File: config.mk
export PLATFORM = sky130hd
export DESIGN_NAME = tbbs_ctrl
export DESIGN_NICKNAME = d
export VERILOG_FILES = /design/src/tbbs_pkg.sv /design/src/tbbs_ctrl.sv
export SDC_FILE = /design/constraint.sdc
export NUM_CORES = 1
export LEC_CHECK = 0
export BUFFER_PORTS_ARGS = -buffer_cell sky130_fd_sc_hd__buf_2
export CAP_MARGIN = 20
export CORE_AREA = 5 5 42 44
export CTS_CLUSTER_SIZE = 30
export DETAILED_ROUTE_END_ITERATION = 8
export DIE_AREA = 0 0 47 49
export PLACE_DENSITY = 0.63
export SYNTH_ARGS = -nofsm -noshare
export SYNTH_HDL_FRONTEND = slang
export SYNTH_SLANG_ARGS = --single-unit
File: constraint.sdc
create_clock -name clk -period 1.8 [get_ports clk]
set_input_delay 0.18 -clock clk [delete_from_list [all_inputs] [get_ports clk]]
set_output_delay 0.18 -clock clk [all_outputs]
set_load 0.02 [all_outputs]
File: src/tbbs_pkg.sv
package tbbs_pkg;

    // Thruster command codes
    typedef enum logic [1:0] {
        CMD_OFF  = 2'd0,
        CMD_STBD = 2'd1,
        CMD_PORT = 2'd2
    } thr_cmd_t;

    // Configuration register indexes
    typedef enum logic [3:0] {
        CFG_ON_THRESHOLD  = 4'd0,
        CFG_OFF_THRESHOLD = 4'd1,
        CFG_LEAD_TIME     = 4'd2,
        CFG_MIN_ON_MS     = 4'd3,
        CFG_MAX_ON_MS     = 4'd4,
        CFG_MIN_OFF_MS    = 4'd5,
        CFG_DUTY_WARN     = 4'd6,
        CFG_DUTY_MAX      = 4'd7
    } cfg_idx_t;

    localparam int CFG_DATA_W = 20;
    localparam int DIV_DVD_W  = 51;
    localparam int DIV_DVS_W  = 34;
    localparam int DIV_CNT_W  = 6;

    localparam logic [32:0] DUTY_WINDOW_MS    = 33'd60000;
    localparam logic [31:0] REVERSAL_DWELL_MS = 32'd2000;
    localparam logic [16:0] DUTY_FULL         = 17'd65536;
    localparam logic [DIV_CNT_W-1:0] DIV_LAST_STEP = 6'(DIV_DVD_W - 1);

    typedef struct packed {
        logic signed [15:0] heading_error;
        logic signed [15:0] turn_rate;
        logic        [31:0] now_ms;
    } in_item_t;

    typedef struct packed {
        logic [1:0]  command;
        logic [16:0] duty_level;
        logic        inhibited;
    } out_item_t;

    typedef enum logic [3:0] {
        ST_IDLE,
        ST_PREP,
        ST_DIV_INIT,
        ST_DIV,
        ST_UPDATE,
        ST_WIDEN,
        ST_MUL_SD,
        ST_MUL_ON,
        ST_MUL_OFF,
        ST_DECIDE,
        ST_DONE
    } tbbs_state_t;

    // Datapath commands from the controller
    typedef struct packed {
        logic load_in;
        logic prep;
        logic div_init;
        logic div_step;
        logic update;
        logic widen;
        logic mul_sd;
        logic mul_on;
        logic mul_off;
        logic decide;
        logic load_out;
    } dp_cmd_t;

    // Datapath status to the controller
    typedef struct packed {
        logic dt_zero;
        logic div_last;
    } dp_status_t;

endpackage

File: src/tbbs_ctrl.sv
module tbbs_ctrl (
    input  logic                clk,
    input  logic                rst_n,
    input  logic                in_valid,
    output logic                in_stall,
    output logic                out_valid,
    input  logic                out_stall,
    input  tbbs_pkg::dp_status_t status,
    output tbbs_pkg::dp_cmd_t   cmd
);
    import tbbs_pkg::*;

    tbbs_state_t state_reg, state_next;
    logic        out_valid_reg, out_valid_next;
    logic        slot_free;

    assign slot_free = !out_valid_reg || !out_stall;
    assign in_stall  = (state_reg != ST_IDLE);
    assign out_valid = out_valid_reg;

    // Next state
    always_comb
    begin
        state_next = state_reg;
        unique case (state_reg)
            ST_IDLE:     if (in_valid) state_next = ST_PREP;
            ST_PREP:     state_next = status.dt_zero ? ST_WIDEN : ST_DIV_INIT;
            ST_DIV_INIT: state_next = ST_DIV;
            ST_DIV:      if (status.div_last) state_next = ST_UPDATE;
            ST_UPDATE:   state_next = ST_WIDEN;
            ST_WIDEN:    state_next = ST_MUL_SD;
            ST_MUL_SD:   state_next = ST_MUL_ON;
            ST_MUL_ON:   state_next = ST_MUL_OFF;
            ST_MUL_OFF:  state_next = ST_DECIDE;
            ST_DECIDE:   state_next = ST_DONE;
            ST_DONE:     if (slot_free) state_next = ST_IDLE;
            default:     state_next = ST_IDLE;
        endcase
    end

    // Command outputs
    always_comb
    begin
        cmd          = '0;
        cmd.load_in  = (state_reg == ST_IDLE) && in_valid;
        cmd.prep     = (state_reg == ST_PREP);
        cmd.div_init = (state_reg == ST_DIV_INIT);
        cmd.div_step = (state_reg == ST_DIV);
        cmd.update   = (state_reg == ST_UPDATE);
        cmd.widen    = (state_reg == ST_WIDEN);
        cmd.mul_sd   = (state_reg == ST_MUL_SD);
        cmd.mul_on   = (state_reg == ST_MUL_ON);
        cmd.mul_off  = (state_reg == ST_MUL_OFF);
        cmd.decide   = (state_reg == ST_DECIDE);
        cmd.load_out = (state_reg == ST_DONE) && slot_free;
    end

    // Output beat valid: set on load, drop when taken
    always_comb
    begin
        out_valid_next = out_valid_reg;
        if (cmd.load_out)
            out_valid_next = 1'b1;
        else if (out_valid_reg && !out_stall)
            out_valid_next = 1'b0;
    end

    always_ff @(posedge clk or negedge rst_n)
    begin
        if (!rst_n)
        begin
            state_reg     <= ST_IDLE;
            out_valid_reg <= 1'b0;
        end
        else
        begin
            state_reg     <= state_next;
            out_valid_reg <= out_valid_next;
        end
    end

`ifndef SYNTHESIS
    a_accept_to_prep: assert property (@(posedge clk) disable iff (!rst_n)
        (in_valid && !in_stall) |=> (state_reg == ST_PREP))
        else $error("accepted beat did not start processing");

    a_div_exit: assert property (@(posedge clk) disable iff (!rst_n)
        (state_reg == ST_DIV && status.div_last) |=> (state_reg == ST_UPDATE))
        else $error("divider did not hand over to update");

    a_no_overwrite: assert property (@(posedge clk) disable iff (!rst_n)
        cmd.load_out |-> (!out_valid_reg || !out_stall))
        else $error("output beat overwritten while stalled");

    a_done_loads: assert property (@(posedge clk) disable iff (!rst_n)
        (state_reg == ST_DONE && state_next == ST_IDLE) |=> out_valid_reg)
        else $error("finished item left no output beat");
`endif

endmodule

==> results_tabular.tex, run 1 <==
\begin{tabular}{lr}
\hline
Metric & Value \\
\hline
\multicolumn{2}{l}{\textbf{Global routing}} \\
\quad Sum of overflow across all layers after global routing & 0 \\
\quad Combined global-route utilization of all metal layers & under 10\% \\
\quad Number of global-route vias before repair & 388 \\
\quad First-pass GRT wire length & 1.59 mm \\
\quad Largest net degree at the start of global routing & 13 \\
\quad Initial antenna violation count & 0 \\
\multicolumn{2}{l}{\textbf{Worst setup path}} \\
\quad Critical path launch point & state\_reg[0] \\
\quad Worst EP required & 1.62 ns \\
\quad Internal reg-to-reg setup slack & roughly 0.36 ns \\
\quad Worst-path maximum fanout & 10 \\
\quad Register-to-Register Path Depth & 3 \\
\quad Setup CP Type & reg2out \\
\quad Arrival time at the worst endpoint & approximately 1.5 ns \\
\quad Sort of element at the start of the critical path & flop \\
\quad Worst reg2reg path startpoint & state\_reg[0] \\
\quad Endpoint class of the critical path & output pin \\
\quad Reg-to-reg endpoint & state\_reg[0] \\
\quad Critical Path Sink & cmd[10] \\
\multicolumn{2}{l}{\textbf{Synth}} \\
\quad Most area-consuming cells after synthesis & sky130\_fd\_sc\_hd\_\_dfrtp\_1, sky130\_fd\_sc\_hd\_\_nand2b\_1, sky130\_fd\_sc\_hd\_\_nor2\_1 \\
\quad Mean Syn Cell Area & 8.33 sq um \\
\quad Net count of the mapped netlist & 53 \\
\quad Total standard cell area after synthesis & 392 sq um \\
\quad Yosys top cell by area & sky130\_fd\_sc\_hd\_\_dfrtp\_1 \\
\quad Number of warning messages in the yosys log & 0 \\
\quad Seq/Total Area, Yosys & 31.9\% \\
\quad Portion of synthesized cell area occupied by the leading cell type & a little under a third \\
\quad Flops \& latches, synth & 5 \\
\quad Number of instances in the synthesized netlist & 47 \\
\quad Count of cell types in the netlist & 24 \\
\multicolumn{2}{l}{\textbf{Timing}} \\
\quad Slew HR & between 70\% and 80\% \\
\quad RSZ-0062 raised after global routing & no \\
\quad Final hold vios & 0 \\
\quad Min Tclk post-route & 1.72 ns \\
\quad Final slew viol count & 0 \\
\quad Period utilisation layout & 95.5\% \\
\quad Achievable frequency & between 500 and 600 MHz \\
\quad Transition at the pin with the smallest max-transition slack & 0.331 ns \\
\quad Setup slack after layout & 0.0815 ns \\
\quad TNS Setup & 0 ns \\
\quad Final-report setup violation count & 0 \\
\quad Worst Skew & 0.00412 ns \\
\multicolumn{2}{l}{\textbf{Die}} \\
\quad Cell Rows & 14 \\
\quad Die width & 47 microns \\
\quad Starting utilization of the core area & 27.9\% \\
\quad Placeable Area & approximately 1400 sq um \\
\quad Ports & 19 \\
\quad Overall die height & about 50 microns \\
\quad Full die area & 2300 sq um \\
\multicolumn{2}{l}{\textbf{Routing}} \\
\quad DR iter-0 viols & 4 \\
\quad Via count & 408 \\
\quad Post-detailed-routing wire length & 921 microns \\
\quad Avg WL per Cell & 11.2 microns \\
\quad DRC violation count after routing & 0 \\
\quad Routed via count divided by cell count & 4.98 \\
\quad Post-route antenna net violation count & 0 \\
\quad Number of detailed-route iterations in the first pass & 4 \\
\multicolumn{2}{l}{\textbf{Clocking}} \\
\quad Max H-tree Level & 1 \\
\quad Post-CTS Setup Bufs & 0 \\
\quad Maximum count of clock buffers along a single path & 2 \\
\quad Clock transition at path regs & about 0.04 ns \\
\quad Clk Latency, worst-skew pair & roughly 0.24 ns \\
\quad TritonCTS clock tree & built \\
\quad CTS Buf Count & 3 \\
\quad Count of hold-fix buffers inserted at cts & 1 \\
\quad Number of gates resized after CTS & 0 \\
\quad CTS root buffer & sky130\_fd\_sc\_hd\_\_clkbuf\_4 \\
\quad Number of sinks driven by the clock tree & 5 \\
\multicolumn{2}{l}{\textbf{Final layout}} \\
\quad Area of combinational cells with multiple inputs & $\sim$230 sq um \\
\quad Flip-flop count of the largest register after layout & 4 \\
\quad Fraction of final layout cells with drive strength greater than 1 & 39.4\% \\
\quad Fin nets & 73 \\
\quad Summed area of non-filler cells in the final layout & 512 sq um \\
\quad Final standard cell utilization of the core & 36.5\% \\
\quad Post-route non-filler standard cell count & 82 \\
\quad Layout overhead on the synthesized area & 30.7\% \\
\quad Most frequent standard cell in the layout excluding fill and tap cells & sky130\_fd\_sc\_hd\_\_buf\_2 \\
\quad Number of filler instances in the final layout & 153 \\
\quad Sequential cell area & 125 sq um \\
\quad Ant diodes & 0 \\
\quad Top library cells by usage in the layout, fill and taps aside & sky130\_fd\_sc\_hd\_\_buf\_2, sky130\_fd\_sc\_hd\_\_nor2\_1, sky130\_fd\_sc\_hd\_\_nand2b\_1, sky130\_fd\_sc\_hd\_\_dfrtp\_1, sky130\_fd\_sc\_hd\_\_nand2\_1 \\
\multicolumn{2}{l}{\textbf{Place}} \\
\quad Area after DPL & 475 sq um \\
\quad HPWL after DPL & 729 microns \\
\quad Buffers on Ports & 18 \\
\quad Setup slack at placement & between 0.3 and 0.4 ns \\
\quad RePlAce Congestion & 0.723 \\
\quad Number of placed instances, taps included & 77 \\
\multicolumn{2}{l}{\textbf{Outcome}} \\
\quad Run status & finished clean \\
\multicolumn{2}{l}{\textbf{Pwr}} \\
\quad Highest ir drop seen on vdd & 643 uV \\
\quad Pwr/cell area & 1920 nW/um\^{}2 \\
\quad Static leakage power & 0.264 nW \\
\multicolumn{2}{l}{\textbf{Flow run}} \\
\quad Number of max-cap violations & 0 \\
\multicolumn{2}{l}{\textbf{Min path}} \\
\quad Hold WC Path Type & in2reg \\
\quad Hold path depth & 2 \\
\hline
\end{tabular}
[kinds of logic (layout without fill, tap and decap cells)]
logic type | Yosys count | after routing | synth area share, %
and+or+nand+nor | 24 | 24 | 34.8
buffers and inverters | 6 | 25 | 9.58
AOI/OAI and AO/OA | 12 | 12 | 23.6
DFF | 5 | 5 | 31.9
[synthesized netlist by cell type]
cell                        instances
sky130_fd_sc_hd__a21o_1             1
sky130_fd_sc_hd__a21oi_1            1
sky130_fd_sc_hd__a31oi_1            1
sky130_fd_sc_hd__and3_1             1
sky130_fd_sc_hd__buf_2              3
sky130_fd_sc_hd__buf_4              1
sky130_fd_sc_hd__buf_6              1
sky130_fd_sc_hd__dfrtp_1            5
sky130_fd_sc_hd__inv_1              1
sky130_fd_sc_hd__nand2_1            4
sky130_fd_sc_hd__nand2b_1           5
sky130_fd_sc_hd__nand4bb_2          1
sky130_fd_sc_hd__nor2_1             8
sky130_fd_sc_hd__nor3_1             2
sky130_fd_sc_hd__o21a_1             1
sky130_fd_sc_hd__o21ai_0            2
sky130_fd_sc_hd__o221ai_1           1
sky130_fd_sc_hd__o22ai_1            1
sky130_fd_sc_hd__o22ai_2            1
sky130_fd_sc_hd__o32a_1             2
sky130_fd_sc_hd__o32ai_1            1
sky130_fd_sc_hd__or2_4              1
sky130_fd_sc_hd__or2b_1             1
sky130_fd_sc_hd__or4_4              1
[worst max-delay path: stages, from the launching register on]
cell	delay [ns]
sky130_fd_sc_hd__dfrtp_1	0.46
sky130_fd_sc_hd__or4_4	0.58
sky130_fd_sc_hd__nor2_1	0.09
sky130_fd_sc_hd__buf_2	0.16
[where the power goes]
| group | internal [mW] | leakage [nW] | switching, mW |
|---|---|---|---|
| clock network | 0.0836 | 0.0150 | 0.0426 |
| logic | 0.257 | 0.186 | 0.332 |
| registers | 0.164 | 0.0628 | 0.101 |
[stage by stage]
stage	power [mW]	hold WS (ns)
final	0.980	0.180
after global routing	1.07	0.170
after CTS	0.987	0.172
after detailed placement	0.852	0.00107
after global placement	0.849	-0.00111
after floorplan	0.730	-0.116
[per-layer routing]
| metal | global-route usage (%) | vias up | share of wire, % |
|---|---|---|---|
| met5 | 0 | - | 0 |
| met3 | 4.43 | 0 | 6.5 |
| met2 | 13.8 | 8 | 48 |
| li1 | - | 208 | - |
| met4 | 1.38 | 0 | 0 |
| met1 | 12.0 | 192 | 45 |
[worst min-delay path by stage]
| stage | start | slack [ns] | end |
|---|---|---|---|
| 2_1_floorplan | rst_n | -0.12 | out_valid |
| 3_3_place_gp | rst_n | -0.001 | state_reg[2] |
| 3_5_place_dp | rst_n | 0.001 | state_reg[2] |
| 4_1_cts | status[0] | 0.17 | state_reg[0] |
| 5_1_grt | status[0] | 0.17 | state_reg[0] |
| 6_report | status[0] | 0.18 | state_reg[0] |
[final cells by class]
class	count	area share, %
Sequential cell	5	24.4
Inverter	1	0.733
Clock buffer	4	5.13
Multi-Input combinational cell	36	44.7
Timing Repair Buffer	20	21.0
Tap cell	16	3.91
Note: power is estimated with default switching activity, not from simulation.
==> inputs of run 2 (changes only) <==
--- a/config.mk
+++ b/config.mk
@@ -8,6 +8,7 @@
 export BUFFER_PORTS_ARGS = -buffer_cell sky130_fd_sc_hd__buf_2
 export CAP_MARGIN = 20
 export CORE_AREA = 5 5 42 44
+export CTS_BUF_LIST = sky130_fd_sc_hd__clkbuf_4 sky130_fd_sc_hd__clkbuf_8 sky130_fd_sc_hd__clkbuf_16
 export CTS_CLUSTER_SIZE = 30
 export DETAILED_ROUTE_END_ITERATION = 8
 export DIE_AREA = 0 0 47 49
==> run 2 against run 1 <==
  * Maximum frequency barely moved
  * Clock power increased by 13%
  * Via count unchanged
  * Sequential power is essentially flat
  * Hold slack got worse by 0.00081 ns
  * Non-clock buffer count did not move
  * Register-to-register slack is essentially flat
  * First-iteration DRC count did not move
  * Setup slack got worse by 0.00089 ns
  * Utilization grew 0.27 points
  * Cell area increased by 0.73%
  * Largest cell class unchanged
  * Highest routed layer unchanged
==> results_tabular.tex, run 2 (synthesized netlist as in run 1, its figures left out) <==
\begin{tabular}{lr}
\hline
Metric & Value \\
\hline
\multicolumn{2}{l}{\textbf{Min path}} \\
\quad Hold path depth & 2 \\
\quad Worst hold path endpoint & state\_reg[0] \\
\quad Hold WC Path Type & in2reg \\
\quad Critical hold path startpoint & status[0] \\
\multicolumn{2}{l}{\textbf{Timing}} \\
\quad Final slew viol count & 0 \\
\quad Final-report setup violation count & 0 \\
\quad Worst Skew & 0.00347 ns \\
\quad Final hold vios & 0 \\
\quad Min Tclk post-route & 1.72 ns \\
\quad Period utilisation layout & 95.5\% \\
\quad Worst Hold Margin & 0.179 ns \\
\quad Transition at the pin with the smallest max-transition slack & 0.331 ns \\
\quad Slew HR & 78.0\% \\
\quad TNS Setup & 0 ns \\
\quad RSZ-0062 raised after global routing & no \\
\quad Achievable frequency & 582 MHz \\
\multicolumn{2}{l}{\textbf{Pwr}} \\
\quad Static leakage power & 0.268 nW \\
\quad Pwr/cell area & 1930 nW/um\^{}2 \\
\quad Highest ir drop seen on vdd & about 650 uV \\
\quad Sum of internal, switching and leakage power & 996 uW \\
\multicolumn{2}{l}{\textbf{Routing}} \\
\quad Via count & 408 \\
\quad DRC violation count after routing & 0 \\
\quad Post-route antenna net violation count & 0 \\
\quad Post-detailed-routing wire length & 924 microns \\
\quad Number of detailed-route iterations in the first pass & 4 \\
\quad Avg WL per Cell & about 11 microns \\
\quad DR iter-0 viols & 4 \\
\quad Routed via count divided by cell count & around 5.0 \\
\multicolumn{2}{l}{\textbf{Worst setup path}} \\
\quad Endpoint class of the critical path & output pin \\
\quad Register-to-Register Path Depth & 3 \\
\quad Cell Chain, Critical Path & or4\_4 -> nor2\_1 -> buf\_2 \\
\quad Worst EP required & between 1.5 and 2 ns \\
\quad Worst reg2reg path startpoint & state\_reg[0] \\
\quad Cell type group with the largest total delay on the critical path & simple AND/OR/NAND/NOR gates \\
\quad Sort of element at the start of the critical path & flop \\
\quad Buf+Inv Stages, Crit Path & 1 \\
\quad Reg-to-reg endpoint & state\_reg[0] \\
\quad Setup CP Type & reg2out \\
\quad Critical Path Slowest Stage Cell & sky130\_fd\_sc\_hd\_\_or4\_4 \\
\quad Critical Path Max Stage Delay & slightly below 0.6 ns \\
\quad Number of logic stages on the critical path including buffering & 3 \\
\quad Internal reg-to-reg setup slack & approximately 0.36 ns \\
\quad Worst-path maximum fanout & 10 \\
\quad Arrival time at the worst endpoint & $\sim$1.5 ns \\
\multicolumn{2}{l}{\textbf{Place}} \\
\quad RePlAce Congestion & 0.723 \\
\quad Number of placed instances, taps included & 77 \\
\quad Buffers on Ports & 18 \\
\quad HPWL after DPL & 729 microns \\
\multicolumn{2}{l}{\textbf{Clocking}} \\
\quad Maximum count of clock buffers along a single path & 2 \\
\quad Max H-tree Level & 1 \\
\quad Number of sinks driven by the clock tree & 5 \\
\quad Clock transition at path regs & 0.04 ns \\
\quad TritonCTS clock tree & built \\
\quad CTS Buf Count & 3 \\
\quad Number of gates resized after CTS & 0 \\
\quad Clk Latency, worst-skew pair & 0.24 ns \\
\quad CTS root buffer & sky130\_fd\_sc\_hd\_\_clkbuf\_4 \\
\multicolumn{2}{l}{\textbf{Die}} \\
\quad Ports & 19 \\
\quad Placeable Area & 1400 sq um \\
\quad Cell Rows & 14 \\
\quad Overall die height & around 50 microns \\
\quad Starting utilization of the core area & between 20 and 30\% \\
\quad Full die area & around 2300 sq um \\
\quad Die width & 47 microns \\
\multicolumn{2}{l}{\textbf{Outcome}} \\
\quad Run status & finished clean \\
\multicolumn{2}{l}{\textbf{Final layout}} \\
\quad Post-route non-filler standard cell count & 82 \\
\quad Flip-flop count of the largest register after layout & 4 \\
\quad Fraction of final layout cells with drive strength greater than 1 & just over 40\% \\
\quad Layout overhead on the synthesized area & 31.6\% \\
\quad Most frequent standard cell in the layout excluding fill and tap cells & sky130\_fd\_sc\_hd\_\_buf\_2 \\
\quad Top library cells by usage in the layout, fill and taps aside & sky130\_fd\_sc\_hd\_\_buf\_2, sky130\_fd\_sc\_hd\_\_nor2\_1, sky130\_fd\_sc\_hd\_\_nand2b\_1, sky130\_fd\_sc\_hd\_\_dfrtp\_1 \\
\quad Ant diodes & 0 \\
\quad Fin nets & between 70 and 80 \\
\multicolumn{2}{l}{\textbf{Global routing}} \\
\quad Number of global-route vias before repair & 388 \\
\quad Sum of overflow across all layers after global routing & 0 \\
\quad Combined global-route utilization of all metal layers & 9.19\% \\
\quad Largest net degree at the start of global routing & 13 \\
\quad First-pass GRT wire length & 1.59 mm \\
\quad Initial antenna violation count & 0 \\
\multicolumn{2}{l}{\textbf{Flow run}} \\
\quad Number of max-cap violations & 0 \\
\hline
\end{tabular}
run 2: what timing repair did:
action                                 4_1_cts  5_1_grt
hold buffers                                 1        0
endpoints found under the hold margin        5        0
buffers inserted                             0        0
run 2: cell type report:
cell class / instances / area, sq um
Clock buffer: 4 / 30.0
Fill cell: 154 / 886
Inverter: 1 / 3.75
Multi-Input combinational cell: 36 / 229
Sequential cell: 5 / 125
Tap cell: 16 / 20.0
Timing Repair Buffer: 20 / 108
run 2: worst max-delay path by stage:
stage / start / endpoint
after floorplan: state_reg[0] / cmd[10]
after global placement: state_reg[0] / cmd[10]
after detailed placement: state_reg[0] / cmd[10]
after CTS: state_reg[0] / cmd[10]
after global routing: state_reg[0] / cmd[10]
final: state_reg[0] / cmd[10]
run 2: where the power goes:
group | leakage (nW) | switching (mW) | internal [mW]
combinational | 0.186 | 0.332 | 0.257
sequential | 0.0628 | 0.101 | 0.164
clock | 0.0184 | 0.0431 | 0.0987
run 2: stage by stage:
| step | utilization, % | instance area [sq um] | setup WS, ns |
|---|---|---|---|
| floorplan | - | 392 | 0.238 |
| global placement | 33.9 | 475 | 0.353 |
| detailed placement | 33.9 | 475 | 0.339 |
| CTS | 36.8 | 515 | 0.0772 |
| global route | 36.8 | 515 | 0.0448 |
| finish | 36.8 | 515 | 0.0806 |
run 2: per-layer routing:
layer,up-vias,GRT usage [%],part of all wire [%]
met1,192,12.0,45
met3,0,4.43,6.5
met4,0,1.38,0
li1,208,-,-
met2,8,13.8,48
met5,-,0,0
